[src/design/osft_pkg.sv]
// ----------------------------------------------------------------------------
// osft_pkg
// Shared types, constants and the multiply-accumulate step table of the
// observer / state-feedback torque block.
// ----------------------------------------------------------------------------
package osft_pkg;

    localparam int MEAS_W   = 24;             // Q11.12 measurement
    localparam int COEF_W   = 16;             // Q5.10 coefficient
    localparam int VAL_W    = 32;             // Q19.12 internal value
    localparam int TRQ_W    = 16;             // Q3.12 torque
    localparam int MAXT_W   = 15;
    localparam int BANK_W   = 64;
    localparam int BANKS    = 7;
    localparam int CFG_IDX_W = 3;
    localparam int PROD_W   = COEF_W + VAL_W; // 48
    localparam int ACC_W    = PROD_W + 2;     // up to six products per row
    localparam int FRAC_SH  = 10;             // Q.22 -> Q.12
    localparam int RAW_W    = ACC_W - FRAC_SH;
    localparam int STEP_W   = 5;

    localparam logic signed [ACC_W-1:0] ACC_INIT = ACC_W'(512); // rounding offset
    localparam logic [MAXT_W-1:0]       MAXT_RESET = 15'h7FFF;

    // Configuration register indexes
    localparam logic [CFG_IDX_W-1:0] CFG_MAX_TORQUE = 3'd7;

    // Step numbers of the sequence
    localparam logic [STEP_W-1:0] STEP_FIRST      = 5'd0;
    localparam logic [STEP_W-1:0] STEP_PRED_FIRST = 5'd18;
    localparam logic [STEP_W-1:0] STEP_PRED_LAST  = 5'd23;
    localparam logic [STEP_W-1:0] STEP_LAST       = 5'd26;

    typedef enum logic [3:0] {
        SRC_DRIVE = 4'd0,
        SRC_EST0  = 4'd1,
        SRC_EST1  = 4'd2,
        SRC_EST2  = 4'd3,
        SRC_INN0  = 4'd4,
        SRC_INN1  = 4'd5,
        SRC_NXT0  = 4'd6,
        SRC_NXT1  = 4'd7,
        SRC_NXT2  = 4'd8,
        SRC_RATE  = 4'd9,
        SRC_WHEEL = 4'd10
    } t_src;

    typedef enum logic [2:0] {
        DST_NONE   = 3'd0,
        DST_NXT0   = 3'd1,
        DST_NXT1   = 3'd2,
        DST_NXT2   = 3'd3,
        DST_PRED0  = 3'd4,
        DST_PRED1  = 3'd5,
        DST_TORQUE = 3'd6
    } t_dst;

    typedef struct packed {
        logic [STEP_W-1:0] coef;  // flat coefficient number
        t_src              src;
        t_dst              dst;   // row result target on the row's last step
    } t_op;

    // Update rows (B, A, L), prediction rows (C), then the gain row (K).
    function automatic t_op op_lookup(input logic [STEP_W-1:0] step);
        t_op op;
        unique case (step)
            5'd0:  op = '{5'd9,  SRC_DRIVE, DST_NONE};
            5'd1:  op = '{5'd0,  SRC_EST0,  DST_NONE};
            5'd2:  op = '{5'd1,  SRC_EST1,  DST_NONE};
            5'd3:  op = '{5'd2,  SRC_EST2,  DST_NONE};
            5'd4:  op = '{5'd18, SRC_INN0,  DST_NONE};
            5'd5:  op = '{5'd19, SRC_INN1,  DST_NXT0};
            5'd6:  op = '{5'd10, SRC_DRIVE, DST_NONE};
            5'd7:  op = '{5'd3,  SRC_EST0,  DST_NONE};
            5'd8:  op = '{5'd4,  SRC_EST1,  DST_NONE};
            5'd9:  op = '{5'd5,  SRC_EST2,  DST_NONE};
            5'd10: op = '{5'd20, SRC_INN0,  DST_NONE};
            5'd11: op = '{5'd21, SRC_INN1,  DST_NXT1};
            5'd12: op = '{5'd11, SRC_DRIVE, DST_NONE};
            5'd13: op = '{5'd6,  SRC_EST0,  DST_NONE};
            5'd14: op = '{5'd7,  SRC_EST1,  DST_NONE};
            5'd15: op = '{5'd8,  SRC_EST2,  DST_NONE};
            5'd16: op = '{5'd22, SRC_INN0,  DST_NONE};
            5'd17: op = '{5'd23, SRC_INN1,  DST_NXT2};
            5'd18: op = '{5'd12, SRC_NXT0,  DST_NONE};
            5'd19: op = '{5'd13, SRC_NXT1,  DST_NONE};
            5'd20: op = '{5'd14, SRC_NXT2,  DST_PRED0};
            5'd21: op = '{5'd15, SRC_NXT0,  DST_NONE};
            5'd22: op = '{5'd16, SRC_NXT1,  DST_NONE};
            5'd23: op = '{5'd17, SRC_NXT2,  DST_PRED1};
            5'd24: op = '{5'd24, SRC_NXT0,  DST_NONE};
            5'd25: op = '{5'd25, SRC_RATE,  DST_NONE};
            5'd26: op = '{5'd26, SRC_WHEEL, DST_TORQUE};
            default: op = '{5'd0, SRC_DRIVE, DST_NONE};
        endcase
        return op;
    endfunction

endpackage

[src/design/osft_in_if.sv]
// ----------------------------------------------------------------------------
// osft_in_if
// Sample channel: tilt angle, tilt rate, wheel rate and restart flag.
// ----------------------------------------------------------------------------
interface osft_in_if;
    logic                                valid;
    logic                                ready;
    logic signed [osft_pkg::MEAS_W-1:0]  tilt_angle;
    logic signed [osft_pkg::MEAS_W-1:0]  tilt_rate;
    logic signed [osft_pkg::MEAS_W-1:0]  wheel_rate;
    logic                                restart;

    modport source (output valid, tilt_angle, tilt_rate, wheel_rate, restart, input ready);
    modport sink   (input valid, tilt_angle, tilt_rate, wheel_rate, restart, output ready);
endinterface

[src/design/osft_out_if.sv]
// ----------------------------------------------------------------------------
// osft_out_if
// Result channel: saturated drive torque.
// ----------------------------------------------------------------------------
interface osft_out_if;
    logic                               valid;
    logic                               ready;
    logic signed [osft_pkg::TRQ_W-1:0]  torque;

    modport source (output valid, torque, input ready);
    modport sink   (input valid, torque, output ready);
endinterface

[src/design/observer_state_feedback_torque_top.sv]
// ----------------------------------------------------------------------------
// observer_state_feedback_torque_top
// Luenberger observer with state-feedback torque, one shared 16x32 MAC.
// A sample word is taken only while the block is idle. A seeding sample
// (first after reset, or restart set) runs the six C-row steps and returns
// zero torque. A regular sample runs 27 multiply-accumulate steps through
// the single MAC (18 for the estimate update, 6 for the output prediction,
// 3 for the gain row), then a pipeline drain state and a finish state. The
// finished torque sits in an output register, so the next sample is taken
// while a result waits. The user must write coefficient banks and max_torque
// through the plain write port only while no sample is in flight; the block
// itself does not enforce it.
// ----------------------------------------------------------------------------
module observer_state_feedback_torque_top (
    input  logic                                i_clk,
    input  logic                                i_rst_n,
    input  logic                                i_cfg_we,
    input  logic [osft_pkg::CFG_IDX_W-1:0]      i_cfg_idx,
    input  logic [osft_pkg::BANK_W-1:0]         i_cfg_data,
    osft_in_if.sink                             i_in,
    osft_out_if.source                          o_out
);

    typedef enum logic [3:0] {
        S_IDLE = 4'b0001,
        S_RUN  = 4'b0010,
        S_WAIT = 4'b0100,
        S_FIN  = 4'b1000
    } t_state;

    localparam int VW = osft_pkg::VAL_W;
    localparam int MW = osft_pkg::MEAS_W;

    function automatic logic signed [VW-1:0] sat_val(
        input logic signed [osft_pkg::RAW_W-1:0] v);
        logic signed [osft_pkg::RAW_W-1:0] hi;
        logic signed [osft_pkg::RAW_W-1:0] lo;
        hi = osft_pkg::RAW_W'({1'b0, {(VW-1){1'b1}}});
        lo = -hi - osft_pkg::RAW_W'(1);
        if (v > hi) begin
            return {1'b0, {(VW-1){1'b1}}};
        end else if (v < lo) begin
            return {1'b1, {(VW-1){1'b0}}};
        end
        return v[VW-1:0];
    endfunction

    // Configuration
    logic [osft_pkg::BANK_W-1:0]   r_bank [osft_pkg::BANKS];
    logic [osft_pkg::MAXT_W-1:0]   r_max;

    // Observer state
    logic signed [VW-1:0]              r_est  [3];
    logic signed [VW-1:0]              r_nxt  [3];
    logic signed [VW-1:0]              r_pred [2];
    logic signed [MW-1:0]              r_meas [2];
    logic signed [osft_pkg::TRQ_W-1:0] r_drive;
    logic                              r_first_run;

    // Sample and sequencer
    t_state                            r_state;
    logic                              r_seed;
    logic signed [MW-1:0]              r_rate;
    logic signed [MW-1:0]              r_wheel;
    logic signed [VW-1:0]              r_inn [2];
    logic [osft_pkg::STEP_W-1:0]       r_step;

    // MAC pipeline
    logic signed [osft_pkg::PROD_W-1:0] r_prod;
    osft_pkg::t_dst                     r_pdst;
    logic                               r_pvalid;
    logic signed [osft_pkg::ACC_W-1:0]  r_acc;
    logic signed [osft_pkg::RAW_W-1:0]  r_traw;

    // Result
    logic                               r_out_valid;
    logic signed [osft_pkg::TRQ_W-1:0]  r_torque;

    osft_pkg::t_op                      op;
    logic [osft_pkg::BANK_W-1:0]        bank_w;
    logic signed [osft_pkg::COEF_W-1:0] coef_w;
    logic signed [VW-1:0]               val_w;
    logic signed [VW:0]                 diff0;
    logic signed [VW:0]                 diff1;
    logic signed [VW-1:0]               inn0;
    logic signed [VW-1:0]               inn1;
    logic signed [osft_pkg::ACC_W-1:0]  acc_sum;
    logic signed [osft_pkg::RAW_W-1:0]  acc_q;
    logic signed [VW-1:0]               acc_sat;
    logic signed [osft_pkg::RAW_W:0]    tq_neg;
    logic signed [osft_pkg::RAW_W:0]    tq_lim;
    logic signed [osft_pkg::RAW_W:0]    tq_clamp;
    logic                               in_fire;
    logic                               fin_go;
    logic [osft_pkg::STEP_W-1:0]        last_step;

    assign in_fire   = i_in.valid && i_in.ready;
    assign fin_go    = (r_state == S_FIN) && (!r_out_valid || o_out.ready);
    assign last_step = r_seed ? osft_pkg::STEP_PRED_LAST : osft_pkg::STEP_LAST;

    assign i_in.ready  = (r_state == S_IDLE);
    assign o_out.valid = r_out_valid;
    assign o_out.torque = r_torque;

    // Operand fetch
    assign op     = osft_pkg::op_lookup(r_step);
    assign bank_w = r_bank[op.coef[4:2]];
    assign coef_w = bank_w[{op.coef[1:0], 4'b0000} +: osft_pkg::COEF_W];

    assign diff0 = (VW+1)'(r_meas[0]) - (VW+1)'(r_pred[0]);
    assign diff1 = (VW+1)'(r_meas[1]) - (VW+1)'(r_pred[1]);
    assign inn0  = sat_val(osft_pkg::RAW_W'(diff0));
    assign inn1  = sat_val(osft_pkg::RAW_W'(diff1));

    always_comb begin
        case (op.src)
            osft_pkg::SRC_DRIVE: val_w = VW'(r_drive);
            osft_pkg::SRC_EST0:  val_w = r_est[0];
            osft_pkg::SRC_EST1:  val_w = r_est[1];
            osft_pkg::SRC_EST2:  val_w = r_est[2];
            osft_pkg::SRC_INN0:  val_w = r_inn[0];
            osft_pkg::SRC_INN1:  val_w = r_inn[1];
            osft_pkg::SRC_NXT0:  val_w = r_nxt[0];
            osft_pkg::SRC_NXT1:  val_w = r_nxt[1];
            osft_pkg::SRC_NXT2:  val_w = r_nxt[2];
            osft_pkg::SRC_RATE:  val_w = VW'(r_rate);
            osft_pkg::SRC_WHEEL: val_w = VW'(r_wheel);
            default:             val_w = '0;
        endcase
    end

    // Accumulate; the row sum already carries the rounding offset
    assign acc_sum = r_acc + osft_pkg::ACC_W'(r_prod);
    assign acc_q   = acc_sum[osft_pkg::ACC_W-1:osft_pkg::FRAC_SH];
    assign acc_sat = sat_val(acc_q);

    // Torque: negate and clamp to +-max_torque
    assign tq_neg = -((osft_pkg::RAW_W+1)'(r_traw));
    assign tq_lim = (osft_pkg::RAW_W+1)'({1'b0, r_max});
    always_comb begin
        if (tq_neg > tq_lim) begin
            tq_clamp = tq_lim;
        end else if (tq_neg < -tq_lim) begin
            tq_clamp = -tq_lim;
        end else begin
            tq_clamp = tq_neg;
        end
    end

    always_ff @(posedge i_clk) begin
        if (!i_rst_n) begin
            for (int b = 0; b < osft_pkg::BANKS; b++) begin
                r_bank[b] <= '0;
            end
            r_max <= osft_pkg::MAXT_RESET;
        end else if (i_cfg_we) begin
            if (i_cfg_idx == osft_pkg::CFG_MAX_TORQUE) begin
                r_max <= i_cfg_data[osft_pkg::MAXT_W-1:0];
            end else begin
                r_bank[i_cfg_idx] <= i_cfg_data;
            end
        end
    end

    always_ff @(posedge i_clk) begin
        if (!i_rst_n) begin
            r_state     <= S_IDLE;
            r_pvalid    <= 1'b0;
            r_out_valid <= 1'b0;
            r_first_run <= 1'b1;
            r_drive     <= '0;
            r_acc       <= osft_pkg::ACC_INIT;
            r_step      <= osft_pkg::STEP_FIRST;
            r_seed      <= 1'b0;
            for (int i = 0; i < 3; i++) begin
                r_est[i] <= '0;
            end
            for (int i = 0; i < 2; i++) begin
                r_pred[i] <= '0;
                r_meas[i] <= '0;
            end
        end else begin
            r_pvalid <= (r_state == S_RUN);

            // Issue stage: one product per cycle
            r_prod <= coef_w * val_w;
            r_pdst <= op.dst;

            // Accumulate stage
            if (r_pvalid) begin
                if (r_pdst == osft_pkg::DST_NONE) begin
                    r_acc <= acc_sum;
                end else begin
                    r_acc <= osft_pkg::ACC_INIT;
                end
                case (r_pdst)
                    osft_pkg::DST_NXT0:   r_nxt[0]  <= acc_sat;
                    osft_pkg::DST_NXT1:   r_nxt[1]  <= acc_sat;
                    osft_pkg::DST_NXT2:   r_nxt[2]  <= acc_sat;
                    osft_pkg::DST_PRED0:  r_pred[0] <= acc_sat;
                    osft_pkg::DST_PRED1:  r_pred[1] <= acc_sat;
                    osft_pkg::DST_TORQUE: r_traw    <= acc_q;
                    default: ;
                endcase
            end

            if (fin_go) begin
                r_out_valid <= 1'b1;
            end else if (o_out.ready) begin
                r_out_valid <= 1'b0;
            end

            unique case (r_state)
                S_IDLE: begin
                    if (in_fire) begin
                        r_rate  <= i_in.tilt_rate;
                        r_wheel <= i_in.wheel_rate;
                        // hold the innovation while measurement and prediction are stable
                        r_inn[0] <= inn0;
                        r_inn[1] <= inn1;
                        r_acc   <= osft_pkg::ACC_INIT;
                        r_state <= S_RUN;
                        if (r_first_run || i_in.restart) begin
                            // seed the estimate and run the prediction rows only
                            r_seed   <= 1'b1;
                            r_nxt[0] <= VW'(i_in.tilt_angle);
                            r_nxt[1] <= VW'(i_in.tilt_rate);
                            r_nxt[2] <= VW'(i_in.wheel_rate);
                            r_step   <= osft_pkg::STEP_PRED_FIRST;
                        end else begin
                            r_seed <= 1'b0;
                            r_step <= osft_pkg::STEP_FIRST;
                        end
                    end
                end
                S_RUN: begin
                    if (r_step == last_step) begin
                        r_state <= S_WAIT;
                    end else begin
                        r_step <= r_step + osft_pkg::STEP_W'(1);
                    end
                end
                S_WAIT: begin
                    r_state <= S_FIN;
                end
                S_FIN: begin
                    if (fin_go) begin
                        r_first_run <= 1'b0;
                        for (int i = 0; i < 3; i++) begin
                            r_est[i] <= r_nxt[i];
                        end
                        r_meas[0] <= r_rate;
                        r_meas[1] <= r_wheel;
                        if (r_seed) begin
                            r_torque <= '0;
                            r_drive  <= '0;
                        end else begin
                            r_torque <= tq_clamp[osft_pkg::TRQ_W-1:0];
                            r_drive  <= tq_clamp[osft_pkg::TRQ_W-1:0];
                        end
                        r_state <= S_IDLE;
                    end
                end
                default: r_state <= S_IDLE;
            endcase
        end
    end

`ifndef SYNTHESIS
    // Delivered torque never exceeds the clamp magnitude
    a_torque_clamped: assert property (@(posedge i_clk) disable iff (!i_rst_n)
        o_out.valid |->
            ($signed({o_out.torque[osft_pkg::TRQ_W-1], o_out.torque})
                <= $signed({2'b00, r_max}))
            && ($signed({o_out.torque[osft_pkg::TRQ_W-1], o_out.torque})
                >= -$signed({2'b00, r_max})))
        else $error("torque outside clamp range");

    // MAC accumulate stage only follows issue cycles
    a_mac_in_run: assert property (@(posedge i_clk) disable iff (!i_rst_n)
        r_pvalid |-> (r_state == S_RUN || r_state == S_WAIT))
        else $error("accumulate outside of sequence");

    // A finished word always leaves the observer seeded
    a_seeded_after_fin: assert property (@(posedge i_clk) disable iff (!i_rst_n)
        fin_go |=> (!r_first_run && r_out_valid && r_state == S_IDLE))
        else $error("finish did not commit");
`endif

endmodule
[src/flat_wrapper.sv]
// flat-port wrapper written by rule: the top's interface ports become plain ports
module observer_state_feedback_torque_top_flat 
  (i_clk, i_rst_n, i_cfg_we, i_cfg_idx, i_cfg_data, i_in_valid, i_in_tilt_angle, i_in_tilt_rate, i_in_wheel_rate, i_in_restart, i_in_ready, o_out_valid, o_out_torque, o_out_ready);
  osft_in_if i_in_i ();
  osft_out_if o_out_i ();
  input  logic i_clk;
  input  logic i_rst_n;
  input  logic i_cfg_we;
  input  logic [osft_pkg::CFG_IDX_W-1:0] i_cfg_idx;
  input  logic [osft_pkg::BANK_W-1:0] i_cfg_data;
  input wire logic [$bits(i_in_i.valid)-1:0] i_in_valid;
  input wire logic [$bits(i_in_i.tilt_angle)-1:0] i_in_tilt_angle;
  input wire logic [$bits(i_in_i.tilt_rate)-1:0] i_in_tilt_rate;
  input wire logic [$bits(i_in_i.wheel_rate)-1:0] i_in_wheel_rate;
  input wire logic [$bits(i_in_i.restart)-1:0] i_in_restart;
  output wire logic [$bits(i_in_i.ready)-1:0] i_in_ready;
  output wire logic [$bits(o_out_i.valid)-1:0] o_out_valid;
  output wire logic [$bits(o_out_i.torque)-1:0] o_out_torque;
  input wire logic [$bits(o_out_i.ready)-1:0] o_out_ready;
  assign i_in_i.valid = i_in_valid;
  assign i_in_i.tilt_angle = i_in_tilt_angle;
  assign i_in_i.tilt_rate = i_in_tilt_rate;
  assign i_in_i.wheel_rate = i_in_wheel_rate;
  assign i_in_i.restart = i_in_restart;
  assign i_in_ready = i_in_i.ready;
  assign o_out_valid = o_out_i.valid;
  assign o_out_torque = o_out_i.torque;
  assign o_out_i.ready = o_out_ready;
  observer_state_feedback_torque_top u_core (.i_clk(i_clk), .i_rst_n(i_rst_n), .i_cfg_we(i_cfg_we), .i_cfg_idx(i_cfg_idx), .i_cfg_data(i_cfg_data), .i_in(i_in_i), .o_out(o_out_i));
endmodule
[config.mk]
export PLATFORM = sky130hd
export DESIGN_NAME = observer_state_feedback_torque_top_flat
export DESIGN_NICKNAME = d
export VERILOG_FILES = /design/src/design/osft_pkg.sv /design/src/design/osft_in_if.sv /design/src/design/osft_out_if.sv /design/src/design/observer_state_feedback_torque_top.sv /design/src/flat_wrapper.sv
export SDC_FILE = /design/constraint.sdc
export NUM_CORES = 2
export LEC_CHECK = 0
export ABC_CLOCK_PERIOD_IN_PS = 20100
export CORE_UTILIZATION = 55
export CTS_CLUSTER_SIZE = 40
export DETAILED_ROUTE_END_ITERATION = 16
export DONT_BUFFER_PORTS = 1
export PLACE_DENSITY_LB_ADDON = 0.05
export SLEW_MARGIN = 20
export SYNTH_ARGS = -nofsm -noshare
export SYNTH_HDL_FRONTEND = slang
export SYNTH_SLANG_ARGS = --single-unit
[constraint.sdc]
create_clock -name i_clk -period 20.1 [get_ports i_clk]
set_input_delay 4.02 -clock i_clk [delete_from_list [all_inputs] [get_ports i_clk]]
set_output_delay 4.02 -clock i_clk [all_outputs]
set_load 0.03 [all_outputs]
# --- Word-level counts from Yosys, hierarchy flattened ---
# Memory sizes are Yosys's and may differ from the RTL's. A register that Yosys moved wholly into a read port is not among the register bits.
# Index checks and enable logic that the tools add are counted.
word_totals:
  output_inout_bits: 18
  mem_count: 7
  rom_bits: 384
  ram_bits: 816
  inputBits: 145
  elab_cells: 179
  register_bits: 249
  latchBits: 0
memory_table:
  columns: ["memory", "depth", "word_bits", "rd", "rd_clocked_by_memory_dff", "write_ports", "line_no", "text"]
  rows:
  - ["u_core.r_bank", 7, 64, 1, 0, 7, "observer_state_feedback_torque_top.sv:49", "logic [osft_pkg::BANK_W-1:0] r_bank [osft_pkg::BANKS];"]
  - ["(no name shown)", 32, 12, 1, 1, 0, "osft_pkg.sv:67", "unique case (step)"]
  - ["u_core.r_est", 3, 32, 3, 0, 3, "observer_state_feedback_torque_top.sv:53", "logic signed [VW-1:0] r_est [3];"]
  - ["u_core.r_nxt", 3, 32, 3, 0, 3, "observer_state_feedback_torque_top.sv:54", "logic signed [VW-1:0] r_nxt [3];"]
  - ["u_core.r_inn", 2, 32, 2, 0, 2, "observer_state_feedback_torque_top.sv:65", "logic signed [VW-1:0] r_inn [2];"]
  - ["u_core.r_pred", 2, 32, 2, 0, 2, "observer_state_feedback_torque_top.sv:55", "logic signed [VW-1:0] r_pred [2];"]
  - ["1 more memories", null, null, null, null, null, null, null]
classes:
  n_reduce_logical: 18
  n_lt_le_gt_ge: 8
  n_mul: 1
  n_bitwise: 10
  add_sub_neg: 6
  n_eq_ne: 26
  shift: 1
  div: 0
  n_mux: 87
op_table:
  columns: ["op", "count"]
  rows:
  - ["32-bit two-way mux", 17]
  - ["32-bit one-hot mux with 11 select lines", 1]
  - ["50-bit two-way mux", 4]
  - ["33-bit by 32-bit greater-than comparator with 1-bit output, second input constant", 2]
  - ["33-bit by 32-bit < comparator with 1-bit output, second input constant", 2]
  - ["24-bit by 32-bit subtractor with 33-bit output", 2]
  - ["64-bit two-way mux", 1]
  - ["64-bit OR reduction", 1]
  - ["64-bit by 7-bit indexed part select with 16-bit output", 1]
  - ["50-bit by 48-bit adder with 50-bit output", 1]
  - ["16-bit by 32-bit multiplier with 48-bit output", 1]
  - ["16-bit two-way mux", 3]
  - ["24-bit two-way mux", 2]
  - ["1-bit two-way mux", 47]
  - ["41-bit by 16-bit greater-than comparator with 1-bit output", 1]
  - ["41-bit < comparator", 1]
  - ["15-bit negation with 41-bit output", 1]
  - ["40-bit negation with 41-bit output", 1]
  - ["40-bit by 32-bit greater-than comparator with 1-bit output, second input constant", 1]
  - ["40-bit by 32-bit < comparator with 1-bit output, second input constant", 1]
  - ["5-bit two-way mux", 5]
  - ["4-bit by 3-bit == test with 1-bit output, second input constant", 5]
  - ["4-bit == test, second input constant", 4]
  - ["4-bit two-way mux", 4]
  - ["other kinds (21)", 48]

# --- Depth between registers and ports, before layout ---
logic_depth:
  depth_word: 8
  depth_mapped: 33

# --- Worst setup path after synthesis ---
# No wires, ideal clock.
synth_timing:
  path_type: "input-to-reg"
  start: "in i_cfg_idx[1] (netlist name)"
  end: "mem u_core.r_bank[5][0] (netlist name) (enable)"
  cell_stages: 3
  setup_time_ps: 574
  path_slack_ps: 10690
  required_time_ps: 19526
  arrival_time_ps: 8836
  path_buffers: 1
  path_cell_list: "clkbuf_1 > nand2b_1 > o21ai_0"
synth_rtl:
  columns: ["element", "line_no", "text"]
  rows:
  - ["from (decl)", "flat_wrapper.sv:9", "input logic [osft_pkg::CFG_IDX_W-1:0] i_cfg_idx;"]
  - ["to (decl)", "observer_state_feedback_torque_top.sv:49", null]

# --- Worst setup path after layout ---
layout_timing:
  start: "reg, netlist name u_core.op[10]"
  end: "reg u_core.r_prod[45] (netlist name) (data pin)"
layout_via:
  elab_chain_cells: 3
layout_lines:
  columns: ["element", "line_no", "text"]
  rows:
  - ["memory 7 x 64 bit", null, null]
  - ["64-bit by 7-bit indexed part select with 16-bit output", "observer_state_feedback_torque_top.sv:108", "assign coef_w = bank_w[{op.coef[1:0], 4'b0000} +: osft_pkg::COEF_W];"]
  - ["16-bit by 32-bit multiplier with 48-bit output", "observer_state_feedback_torque_top.sv:186", "r_prod <= coef_w * val_w;"]
  - ["to (signal assigned)", "observer_state_feedback_torque_top.sv:186", null]
  - ["to (decl)", "observer_state_feedback_torque_top.sv:69", "logic signed [osft_pkg::PROD_W-1:0] r_prod;"]
# No other way between the ends.
# A chain may end at the register's enable or synchronous reset.

==> run summary <==
At the pin with the least slew margin, the transition time is 1290 ps. The tools report the via count of the first global-routing pass as 52400. The cell at the root of the clock tree is sky130_fd_sc_hd__clkbuf_16. STA puts the critical path data arrival time at 10690 ps. After global routing the overflow that remains totals 0. The synthesized netlist devotes 10.2% of its cell area to compound gates. The layer flagged by global routing as most heavily used is met2. The tools report the sink count of the clock tree as 1141. The clock input transition at the sequential cells of the worst setup and hold paths is 60 ps, and the via count is 52700. For the number of remaining DRC errors, the log shows 0. The area share of the largest cell type after synthesis was 39.6%. The H-tree was split into 3 levels. The run gives 0 as the number of setup buffers added after CTS. Static timing analysis puts the maximum clock frequency at 98.0 MHz. Setup slack on the worst reg-to-reg path comes out at 9890 ps.

Dividing the detail-routed via count by the number of cells gives 6.17. The worst setup path is launched from a flip-flop. The HPWL reported at the end of detailed placement was 156 mm; the largest incremental delay on the critical path was 860 ps. In this run, synthesis produced a sequential element count of 1141. In this run the worst setup path begins at u_core.op[10]$_DFF_P_. The post-route netlist has 8.86% of its cells at a drive strength greater than 1.

The arithmetic-cell share of the synthesized area counting full adders, half adders and majority gates is 18.4%. The count of nets left with antenna violations once routing finished came out at 0. The cell seen most often among critical-path stages was sky130_fd_sc_hd__fa_1. Buffers placed on the I/O ports in this run total 0. For this run, global-route usage on met1 was measured as 46.1%. 163 I/O pins were placed.

The max-slew violation count came out at 0. The wire length of the first global-routing pass was 338 mm; the iteration count of the initial detailed-routing pass was 5. For this run, the number of Yosys warnings is 0. Latest clock arrival within the worst-skew pair: 820 ps. The width of the die was 368 um; the DRC marker count from the first detailed-route iteration was 5484. The type of the tightest min-delay check is reg2reg. For the count of distinct cell types in the synthesized netlist, the log shows 99. The worst path uses 50.8% of the clock period. Subtracting the final worst setup slack from the clock period gives 10210 ps.

By startpoint and endpoint, the worst setup path is classified as reg2reg. Setup repair after global routing left no endpoint under its margin. Summed over all instances, the cell type with the most area after synthesis is sky130_fd_sc_hd__edfxtp_1. For this run, global-route usage on met3 was measured as 6.37%.

The pin count of the biggest net entering global routing came out at 267. The core region is 0.132 mm^2. Multiplexer cells account for 5.51% of the synthesized area. The die covers 0.136 mm^2.

The growth of design area from synthesis to finish works out to 8.93%. The run gives 60.7% as the core utilization of the finished layout. The finished layout holds 8543 standard cells, fillers aside. The vertical die dimension is 368 um. The logs give 120 for the CTS buffer count and 55.7% for the effective utilization at floorplan.

The commonest cells after synthesis are sky130_fd_sc_hd__edfxtp_1 (971), sky130_fd_sc_hd__inv_1 (804), sky130_fd_sc_hd__nor2_1 (758). Dividing the synthesized area by the synthesized cell count gives 10.9 um^2. Yosys attributes the largest share of cell area to sky130_fd_sc_hd__edfxtp_1 (40%), sky130_fd_sc_hd__fa_1 (13%), sky130_fd_sc_hd__ha_1 (5.0%). For the number of gates resized after CTS, the log shows 0. Summing every instance area after synthesis gives 0.0737 mm^2. The most used flip-flop cell after synthesis is sky130_fd_sc_hd__edfxtp_1. For the worst setup path, the data required time is 20580 ps. Among all stages on the critical path, the largest delay is contributed by sky130_fd_sc_hd__buf_4. Summed over all failing endpoints, the final setup total negative slack is 0 ps.

In this run the core area contains 133 standard-cell rows. The proportion of synthesized flip-flops having asynchronous set or reset was 0%. sky130_fd_sc_hd__edfxtp_1 is the most common cell in the netlist. The run finished with clean final reports. Dividing the detail-routed wire length by the instance count gives 26.5 um. In this run, synthesis inferred 971 flip-flops with an integrated enable. In the global route stage, overall resource usage came out at 33.7%. The run gives 5 as the initial antenna violation count. The run gives 0 as the number of failing hold endpoints at the final stage. TritonCTS built the clock tree. The final setup violation count was 0. In this run the worst path has a maximum fanout of 61.

The basic-gate share of the synthesized area counting and, or, nand and nor cells was 13.3%; the cts-stage hold buffer count was 0. Summed over all layers, the routed wires come to 226 mm. The tools report the weighted congestion reported at the end of routability-driven placement as 0.950.

The combinational family with the most area after synthesis is adder cells. Counting every instance in the synthesized netlist gives 6748. Including well taps, the total number of placed cells is 8308. Across the routed clock network, the largest skew measured is 97.5 ps. For the worst max-slew margin expressed relative to the limit, the log shows 13.4%.

The origin of the critical flop-to-flop path was u_core.op[10]$_DFF_P_. The synthesized netlist devotes 2.32% of its cell area to XOR and XNOR gates. The tool flagged a number of max-cap violations equal to 0.

The final layout contains 7605 nets. The tools report the type of destination of the critical path as a flip-flop. Global routing used 53.0% of the available met2 tracks. Summing the sequential cell areas from Yosys gives 44.2% of the chip area.

The tools report the deepest clock path buffer count as 3. The worst hold path begins at u_core.r_drive[0]$_SDFFE_PN0P_.
-- critical path, delay by kind of cell (launching register included) --
family / cells / cell delay, ps
buf+inv: 7 / 2010
flops: 1 / 570
compound gates: 7 / 1720
fa+ha+maj: 7 / 3290
simple gates: 4 / 620
mux: 3 / 1580
-- metal layers --
metal | up-vias | part of all wire [%] | routed length, um
met3 | 415 | 9.0 | 20400
met1 | 26400 | 40 | 91200
met5 | - | 0 | 0
met2 | 2544 | 46 | 104000
li1 | 23300 | - | -
met4 | 0 | 4.6 | 10400
-- registers in the layout, indices dropped and copies added, names as in the netlist, 12 cells and up --
register and count:
u_core.o_out.torque 16, u_core.op 12, u_core.r_acc 50, u_core.r_bank 512, u_core.r_drive 16, u_core.r_est 96, u_core.r_inn 64, u_core.r_max 15
u_core.r_meas 48, u_core.r_nxt 96, u_core.r_pred 64, u_core.r_prod 48, u_core.r_rate 24, u_core.r_traw 40, u_core.r_wheel 24
-- area by class of cell --
type                    count  area (um^2)
diodes                      7         17.5
clock buffers             149         3230
clock inverters            78         1010
fillers                 11000        52000
inverters                 808         3040
multi-input cells        4495        37400
flip-flops and latches   1141        32600
well taps                1755         2200
repair buffers            110          838
-- cells in the final DEF, fill, tap and decap left out, types with 15 or more instances in the layout --
master,count
sky130_fd_sc_hd__a211oi_1,35
sky130_fd_sc_hd__a21o_1,96
sky130_fd_sc_hd__a21oi_1,254
sky130_fd_sc_hd__a221oi_1,15
sky130_fd_sc_hd__a22o_1,16
sky130_fd_sc_hd__a22oi_1,158
sky130_fd_sc_hd__a31oi_1,31
sky130_fd_sc_hd__and2_1,112
sky130_fd_sc_hd__and3_1,189
sky130_fd_sc_hd__buf_4,109
sky130_fd_sc_hd__bufinv_16,17
sky130_fd_sc_hd__clkbuf_1,17
sky130_fd_sc_hd__clkbuf_16,120
sky130_fd_sc_hd__clkinv_1,23
sky130_fd_sc_hd__clkinv_2,20
sky130_fd_sc_hd__conb_1,64
sky130_fd_sc_hd__dfxtp_1,165
sky130_fd_sc_hd__edfxtp_1,971
sky130_fd_sc_hd__fa_1,489
sky130_fd_sc_hd__ha_1,295
sky130_fd_sc_hd__inv_1,803
sky130_fd_sc_hd__mux2i_1,26
sky130_fd_sc_hd__mux4_2,160
sky130_fd_sc_hd__nand2_1,621
sky130_fd_sc_hd__nand2b_1,69
sky130_fd_sc_hd__nand3_1,60
sky130_fd_sc_hd__nand4_1,56
sky130_fd_sc_hd__nor2_1,747
sky130_fd_sc_hd__nor2b_1,38
sky130_fd_sc_hd__nor3_1,47
sky130_fd_sc_hd__nor4_1,19
sky130_fd_sc_hd__o211ai_1,125
sky130_fd_sc_hd__o21a_1,25
sky130_fd_sc_hd__o21ai_0,164
sky130_fd_sc_hd__o21bai_1,28
sky130_fd_sc_hd__o22ai_1,34
sky130_fd_sc_hd__or2_2,34
sky130_fd_sc_hd__or3_1,33
sky130_fd_sc_hd__xnor2_1,127
sky130_fd_sc_hd__xor2_1,68
-- metrics by stage --
step / setup WS, ps / hold slack [ps] / area (um^2)
global placement: 10210 / 472 / 76000
detailed placement: 10050 / 477 / 76000
floorplan: 10690 / 386 / 74000
CTS: 9980 / 486 / 80300
global route: 9480 / 508 / 80300
finish: 9890 / 485 / 80300
-- cell families (layout without fill, tap and decap cells) --
kind of cell	count (synthesis)	after routing
fa+ha+maj	796	796
mux	205	205
buf+inv	1175	1145
other cells	1	71
flops	1141	1141
compound gates	1118	1118
simple gates	2117	2117
xor+xnor	195	195
-- final timing paths --
check,to,depth (start not counted)
worst max register to register,u_core.r_prod[45]$_DFFE_PP_,28
worst min register to register,u_core.r_drive[0]$_SDFFE_PN0P_,2
worst max-delay path,u_core.r_prod[45]$_DFFE_PP_,28
worst min-delay path,u_core.r_drive[0]$_SDFFE_PN0P_,2
Power is left out: the tool's default activity adds up to more than one toggle a clock period on the data nets, which glitch-free logic cannot reach.
